## config.mk

```make
export PLATFORM = sky130hd
export DESIGN_NAME = bfrk_front
export DESIGN_NICKNAME = d
export VERILOG_FILES = /design/src/rtl/bfrk_pkg.sv /design/src/rtl/bfrk_front.sv
export SDC_FILE = /design/constraint.sdc
export NUM_CORES = 1
export LEC_CHECK = 0
export ABC_CLOCK_PERIOD_IN_PS = 3200
export BUFFER_PORTS_ARGS = -buffer_cell sky130_fd_sc_hd__buf_2
export CELL_PAD_IN_SITES_DETAIL_PLACEMENT = 1
export CELL_PAD_IN_SITES_GLOBAL_PLACEMENT = 2
export CORE_ASPECT_RATIO = 1.25
export CORE_MARGIN = 2
export CORE_UTILIZATION = 33
export CTS_BUF_LIST = sky130_fd_sc_hd__clkbuf_4 sky130_fd_sc_hd__clkbuf_8
export CTS_CLUSTER_SIZE = 16
export DETAILED_ROUTE_END_ITERATION = 12
export PLACE_DENSITY_LB_ADDON = 0.05
export SETUP_SLACK_MARGIN = 0.02
export SLEW_MARGIN = 20
export SYNTH_ARGS = -nofsm -noshare
export SYNTH_HDL_FRONTEND = slang
export SYNTH_SLANG_ARGS = --single-unit
```

## constraint.sdc

```tcl
create_clock -name clk -period 3.2 [get_ports clk]
set_input_delay 0.16 -clock clk [delete_from_list [all_inputs] [get_ports clk]]
set_output_delay 0.16 -clock clk [all_outputs]
set_load 0.005 [all_outputs]
```

## src/rtl/bfrk_pkg.sv

```systemverilog
package bfrk_pkg;

    // Key and hash geometry
    localparam int KEY_W    = 32;
    localparam int NUM_HASH = 3;
    localparam int ROT_A    = 8;
    localparam int ROT_B    = 16;
    localparam int ROT_C    = 24;

    // Opcodes carried by each input beat
    typedef enum logic [1:0] {
        OP_INSERT = 2'd0,
        OP_CHECK  = 2'd1,
        OP_CLEAR  = 2'd2,
        OP_NONE   = 2'd3
    } op_t;

    // Back-end sequencer states
    typedef enum logic [2:0] {
        ST_INIT,
        ST_IDLE,
        ST_RUN,
        ST_CLEAR,
        ST_FIN
    } state_t;

    // Status from the back end to the front end
    typedef struct packed {
        logic pop;
        logic init_busy;
    } back_stat_t;

endpackage

```

## src/rtl/bfrk_front.sv

```systemverilog
module bfrk_front
    import bfrk_pkg::*;
    #(
    parameter int FILTER_BITS = 16
    )
    (
    input  logic                              clk,
    input  logic                              rst_n,
    input  logic                              in_valid,
    output logic                              in_ready,
    input  logic [1:0]                        opcode,
    input  logic [KEY_W-1:0]                  key,
    input  back_stat_t                        stat,
    output logic                              head_valid,
    output op_t                               head_op,
    output logic [NUM_HASH-1:0][FILTER_BITS-1:0] head_idx
    );

    localparam int QDEPTH = 2;

    logic [1:0]                                  count_reg, count_next;
    logic                                        wr_ptr_reg, wr_ptr_next;
    logic                                        rd_ptr_reg, rd_ptr_next;
    op_t                                         q_op_reg  [QDEPTH];
    logic [NUM_HASH-1:0][FILTER_BITS-1:0]        q_idx_reg [QDEPTH];
    logic [NUM_HASH-1:0][FILTER_BITS-1:0]        idx;
    logic                                        push;

    // Fold a rotated key down to a bit index
    function automatic logic [FILTER_BITS-1:0] fold(input logic [KEY_W-1:0] h);
        logic [KEY_W-1:0] hi;
        hi = h >> FILTER_BITS;
        return hi[FILTER_BITS-1:0] ^ h[FILTER_BITS-1:0];
    endfunction

    // Hash the key with three rotations
    always_comb
    begin
        idx[0] = fold((key >> ROT_A) | (key << (KEY_W - ROT_A)));
        idx[1] = fold((key >> ROT_B) | (key << (KEY_W - ROT_B)));
        idx[2] = fold((key >> ROT_C) | (key << (KEY_W - ROT_C)));
    end

    assign in_ready   = (count_reg != 2'd2) && !stat.init_busy;
    assign push       = in_valid && in_ready;
    assign head_valid = (count_reg != 2'd0);
    assign head_op    = q_op_reg[rd_ptr_reg];
    assign head_idx   = q_idx_reg[rd_ptr_reg];

    // Advance pointers and fill level
    always_comb
    begin
        wr_ptr_next = push ? ~wr_ptr_reg : wr_ptr_reg;
        rd_ptr_next = stat.pop ? ~rd_ptr_reg : rd_ptr_reg;
        count_next  = count_reg + {1'b0, push} - {1'b0, stat.pop};
    end

    always_ff @(posedge clk or negedge rst_n)
    begin
        if (!rst_n)
        begin
            count_reg  <= 2'd0;
            wr_ptr_reg <= 1'b0;
            rd_ptr_reg <= 1'b0;
        end
        else
        begin
            count_reg  <= count_next;
            wr_ptr_reg <= wr_ptr_next;
            rd_ptr_reg <= rd_ptr_next;
        end
    end

    // Hold classified beats in the queue
    always_ff @(posedge clk)
    begin
        if (push)
        begin
            q_op_reg[wr_ptr_reg]  <= op_t'(opcode);
            q_idx_reg[wr_ptr_reg] <= idx;
        end
    end

    a_no_overfill: assert property (@(posedge clk) disable iff (!rst_n)
        count_reg != 2'd3)
        else $error("queue fill level out of range");

    a_no_pop_empty: assert property (@(posedge clk) disable iff (!rst_n)
        stat.pop |-> head_valid)
        else $error("pop from empty queue");

    a_no_push_init: assert property (@(posedge clk) disable iff (!rst_n)
        stat.init_busy |-> !push)
        else $error("beat taken during clearing pass");

endmodule

```

# After elaboration in Yosys (flattened, before gate mapping)
# Memories as Yosys holds them, arrays and structs flattened.
# Cells that the tools add are included.
# totals
ramBits	100
output_inout_bits	52
register_bits	4
n_memories	2
# memory_table
memory	depth	width	read_ports	rd_clocked_by_memory_dff	wr	line_no	source
q_idx_reg	2	48	1	0	1	bfrk_front.sv:25	logic [NUM_HASH-1:0][FILTER_BITS-1:0] q_idx_reg [QDEPTH];
q_op_reg	2	2	1	0	1	bfrk_front.sv:24	op_t q_op_reg [QDEPTH];
# classes
n_reduce_logical	4
muxes	2
eq_ne	1
n_bitwise	8
n_addsub	2
# op_table
cell	n
16-bit bitwise XOR	3
16-bit by 32-bit OR with 32-bit output	1
24-bit by 32-bit OR with 32-bit output	1
8-bit by 32-bit OR with 32-bit output	1
2-bit by 1-bit adder with 2-bit output	1
1-bit logical AND	2
1-bit 2-to-1 mux	2
2-bit != test, second input constant	1
1-bit inverter	2
2-bit nonzero test	1
2-bit by 1-bit subtractor with 2-bit output	1
1-bit zero test	1

# Longest topological paths before layout
# Gate-level depths: netlist of the first run.
# depth
word_depth	5
depth_mapped	7

# Worst setup path after synthesis of the first run
# Ideal clock, no wire load.
# synth_path
path_type	reg2reg
startpoint	register count_reg[1]
endpoint	memory q_idx_reg[1][23] (netlist name) (enable)
setup_ns	0.393
path_stages_with_launch	3
path_slack_ns	1.264
arrival_ns	1.544
path_cell_list	dfrtp_1 > a211o_4 > nor2_1
# synth_via
elab_chain_cells	5
# synth_rtl
element	line_no	source
from (decl)	bfrk_front.sv:21	logic [1:0] count_reg, count_next;
from (signal assigned)	bfrk_front.sv:68	count_reg <= count_next;
2-bit != test	bfrk_front.sv:44	assign in_ready = (count_reg != 2'd2) && !stat.init_busy;
1-bit logical AND	bfrk_front.sv:44	
1-bit logical AND	bfrk_front.sv:45	assign push = in_valid && in_ready;
1-bit 2-to-1 mux	bfrk_front.sv:77	if (push)
1-bit 2-to-1 mux (implied by the code)	bfrk_front.sv:80	q_idx_reg[wr_ptr_reg] <= idx;
to (decl)	bfrk_front.sv:25	
# Every way passes these cells.

==> run metrics, run 1 <==
status completed; initial antenna violation count 0; Die X 72.72 um; vias in the first global route 1,149; number of flip-flops in the largest register 32; CTS tree done; Post-Place Worst Slack between 1000 and 1500 ps; Total GRT Usage around 10%; Area growth, synth to finish 18.50%; clk_lat worst skew about 280 ps; leakage between 1 and 1.5 nW; max-cap violations 0; Least-Margin Pin Slew a little under 1000 ps; setup ws final 1199 ps; Post-Synthesis Cells ~120; Initial Utilization between 30% and 40%; routability congestion estimate between 0.6 and 0.7; WL/cell 12.75 um; Yosys warning count 0; layout cells sized above 1 roughly 64%; Inst Count DP roughly 250; residual DRC count 0; worst-path fanout max 19; Final HPWL DP between 2 and 3 mm; hold_sp opcode[0]; CP Capture Type primary output; global-route wire length before repair between 5 and 6 mm; Syn Area/Cell approximately 16 um^2; Core Rows 31; startpoint types flop; setup bufs post-CTS 0; non-filler instance count after layout between 200 and 300; setup violators final 0; nets@finish around 230; Mapped Area 1948 um^2; Layout Skew about 11 ps; FF-to-FF setup slack 1300 ps; multi-input logic area around 490 um^2; largest net degree at the start of global routing 20; Setup TNS Final 0 ps; IO Pins between 90 and 100; antenna cells 0; fillcell total ~630; critical path required time 3040 ps; library cells used by synthesis 16; power density cells between 700 and 800 nW/um^2; via count 1,107; Sink Count 40; total CTS buffers 5; vias per cell roughly 4.4; DR iter-0 viols 19; Fin. Hold Viols 0; root buffer cell clkbuf_8; RSZ-0062 raised after global routing false; Die Y around 90 um; critical path class reg -> out; CORE AREA approximately 5700 um^2; VDD IR-drop max ~260 uV; final instance area 2308 um^2; part of the cycle the worst path needs between 60 and 70%; post-route ant nets 0; Pre-antenna DRT Iters 4; Slew Limit Fails 0; Critical Path Start rd_ptr_reg; final wirelength 3.225 mm; Worst Hold Class in -> reg; Overflow after GRT 0; Syn Nets 164; synthesis-stage register bit count 40; Clock transition at path regs roughly 70 ps; Seq. cell area 1181 um^2; htree depth 2; die area around 6500 um^2; placed cell area roughly 2200 um^2; Fmax achieved ~0.50 GHz; CP arrival 1840 ps; Port Buf Inserts 90; Bufs on Longest Clock Path 2; RR Startpoint count_reg[0]; min Tclk post-route 2001 ps; register area share after synthesis 60.63%; relative slew slack 34.44%
## synthesized netlist by cell type
library cell / count / share of area [%]
buf_12: 1 / 1.0
a21oi_1: 1 / 0.26
nor2_1: 2 / 0.39
or2_2: 1 / 0.32
dfrtp_1: 4 / 5.1
inv_1: 4 / 0.77
edfxtp_1: 36 / 55
a211o_4: 1 / 0.90
mux2_4: 9 / 6.9
buf_6: 1 / 0.58
xnor2_2: 1 / 0.84
xnor2_1: 2 / 0.90
mux2_2: 9 / 5.2
ha_1: 2 / 1.3
buf_4: 32 / 12
xor2_1: 17 / 7.6
## timing repair
item	in CTS	in global routing
hold buffers	1	0
endpoints found under the hold margin	4	0
resized for setup	0	0
## layout make-up
cell class	instances	share of cell area (%)
clock buffer	7	3.631
inverter	4	0.6504
timing repair buffer	91	19.95
tap	66	3.577
sequential	40	51.17
multi-input combinational	45	21.03
## worst max-delay path, stage by stage, from the launching register on
cell	delay (ps)
dfrtp_1	990
mux2_2	440
buf_2	130
## per-stage QoR
step | hold slack, ps | total power [mW] | utilization (%)
2_1_floorplan | -135.6 | 1.296 | -
3_3_place_gp | -29.28 | 1.363 | 38.58
3_5_place_dp | -25.42 | 1.379 | 38.58
4_1_cts | 71.40 | 1.699 | 40.21
5_1_grt | 77.40 | 1.765 | 40.21
6_report | 85.35 | 1.660 | 40.21
## layout by cell type, fill, tap and decap left out
cell,synthesis,final
a21oi_1,1,1
xnor2_1,2,2
xnor2_2,1,1
clkbuf_8,0,5
edfxtp_1,36,36
mux2_4,9,9
dlygate4sd3_1,0,1
mux2_2,9,9
a211o_4,1,1
buf_2,0,90
or2_2,1,1
nor2_2,0,2
inv_1,4,4
clkbuf_4,0,2
ha_1,2,2
xor2_1,17,17
dfrtp_1,4,4
## report_power, final
group | switching (mW) | internal, mW | total [mW] | leakage, nW
Clock | 0.147 | 0.167 | 0.314 | 0.0452
Sequential | 0.0915 | 0.670 | 0.762 | 0.375
Combinational | 0.241 | 0.343 | 0.585 | 0.601
Total | 0.480 | 1.18 | 1.66 | 1.02
## per-layer routing
layer  vias up  share of wire (%)  wire length [um]  GRT usage (%)
met5         -                  0                 0              0
met4         0                1.3                42          4.167
met3         4                8.8               284          2.803
met2        62                 56              1814          20.00
met1       524                 34              1084          9.277
li1        517                  -                 -              -
## path summary, 6_finish.rpt
kind | to | depth (start not counted)
max | head_idx[35] | 2
min | q_op_reg[1][0] | 1
max reg2reg | q_idx_reg[0][46] | 3
min reg2reg | count_reg[0] | 1
max in group asynchronous | wr_ptr_reg | 2
min in group asynchronous | count_reg[1] | 2
## logic make-up after synthesis
kind of cell / after synthesis / share of synthesized area [%]
flip-flops: 40 / 60.63
buffers and inverters: 38 / 14.71
XOR/XNOR: 20 / 9.377
multiplexers: 18 / 12.14
AND/OR/NAND/NOR: 3 / 0.7068
AO/OA/AOI/OAI: 2 / 1.156
adder cells (fa/ha/maj): 2 / 1.284
(Power assumes the default switching activity.)
==> inputs of run 2 (changes only) <==
- ABC_CLOCK_PERIOD_IN_PS: 3200 -> 1850
- CORE_UTILIZATION: 33 -> 31
- clock period: 3.2 -> 1.85 ns (I/O delays scaled with it)
==> run 2 against run 1 <==
Compared with the run above:
- sequential cell count unchanged
- non-clock buffer count up 8
- clock skew down 9.9 ps
- combinational power up 97%
- first-iteration DRC count up 32%
- clock power up 120%
- count of clock-buffer cells in the layout down 2
- register-to-register slack worse by 1100 ps
- largest power group unchanged
==> run metrics, run 2 (synthesis results as in run 1) <==
largest net degree at the start of global routing 14; die area 6938 um^2; Least-Margin Pin Slew slightly above 200 ps; leading cell type in the layout, fill and taps excluded buf_2; CORE AREA ~6100 um^2; nets@finish 236; global-route wire length before repair around 5.2 mm; Overflow after GRT 0; worst-path fanout max 4; VDD IR-drop max 511.5 uV; Bufs on Longest Clock Path 2; Sink Count 40; Final HPWL DP approximately 2.7 mm; IO Pins just over 90; startpoint types flop; CTS resizes 0; CP Capture Type flop; WL/cell 11.73 um; Total GRT Usage about a tenth; total chip power roughly 3 mW; Inst Count DP 270; RSZ-0062 raised after global routing false; setup bufs post-CTS 0; hold_buf cts 3; total CTS buffers 5; vias in the first global route between 1k and 1.5k; via count between 1k and 1.5k; initial antenna violation count 0; part of the cycle the worst path needs 91.02%; CP arrival 1900 ps; fin util about two fifths; DR iter-0 viols 25; Layout Skew 1.281 ps; root buffer cell clkbuf_8; Post-Place Worst Slack about 160 ps; min Tclk post-route ~1700 ps; Fmax achieved 0.5938 GHz; Die X 74.91 um; Setup TNS Final 0 ps; Hold WS roughly 22 ps; vias per cell approximately 4; antenna cells 0; non-filler instance count after layout roughly 280; critical path required time approximately 2000 ps; Core Rows 32; max-cap violations 0; final instance area about 2400 um^2; final wirelength about 3.3 mm; Clock transition at path regs 70 ps; critical path class reg -> reg; placed cell area 2283 um^2; number of flip-flops in the largest register 32; routability congestion estimate 0.6572; leakage between 1 and 1.5 nW; relative slew slack between 80 and 90%; power density cells around 1300 nW/um^2; setup violators final 0; status completed; Port Buf Inserts 90; commonest non-fill, non-tap cells in the layout buf_2 (90), edfxtp_1 (36), xor2_1 (17); CTS tree done; Initial Utilization between 30% and 40%; Worst Hold Class in -> reg; setup ws final between 150 and 200 ps; clk_lat worst skew between 200 and 300 ps; Pre-antenna DRT Iters 4; htree depth 2; residual DRC count 0; Area growth, synth to finish 24.47%; Die Y roughly 90 um; post-route ant nets 0; Fin. Hold Viols 0; Slew Limit Fails 0; fillcell total about 690; layout cells sized above 1 64.80%
[run 2: path summary, 6_finish.rpt]
path,startpoint,to,slack [ps],cells past startpoint
worst min-delay path,stat[1],rd_ptr_reg,20,2
worst min register to register,count_reg[0],count_reg[0],540,1
min in group asynchronous,rst_n,count_reg[0],140,2
worst max register to register,count_reg[0],count_reg[1],170,7
max in group asynchronous,rst_n,rd_ptr_reg,1590,2
worst max-delay path,count_reg[0],count_reg[1],170,7
[run 2: metal layers]
metal / wire length, um / track usage [%] / vias up
li1: - / - / 533
met1: 1122 / 10.11 / 535
met2: 1852 / 19.01 / 54
met3: 268 / 3.700 / 6
met4: 53 / 4.018 / 0
met5: 0 / 0 / -
[run 2: power by group]
| group | internal, mW | total [mW] | switching, mW |
|---|---|---|---|
| clock | 0.399 | 0.692 | 0.293 |
| sequential | 1.16 | 1.22 | 0.0654 |
| combinational | 0.636 | 1.15 | 0.518 |
[run 2: cell type report]
type	count	area [um^2]	share of cell area, %
Sequential cell	40	1181	48.71
Multi-Input combinational cell	45	485.5	20.02
Clock inverter	3	42.54	1.754
Clock buffer	5	68.82	2.838
Inverter	4	15.01	0.6192
Tap cell	85	106.4	4.386
Timing Repair Buffer	99	525.5	21.67
[run 2: critical path, stage by stage, from the launching register on]
cell and delay, ps:
dfrtp_1 370, inv_1 80, a211o_4 370, ha_1 280
inv_1 40, ha_1 180, xnor2_1 170, xnor2_1 130
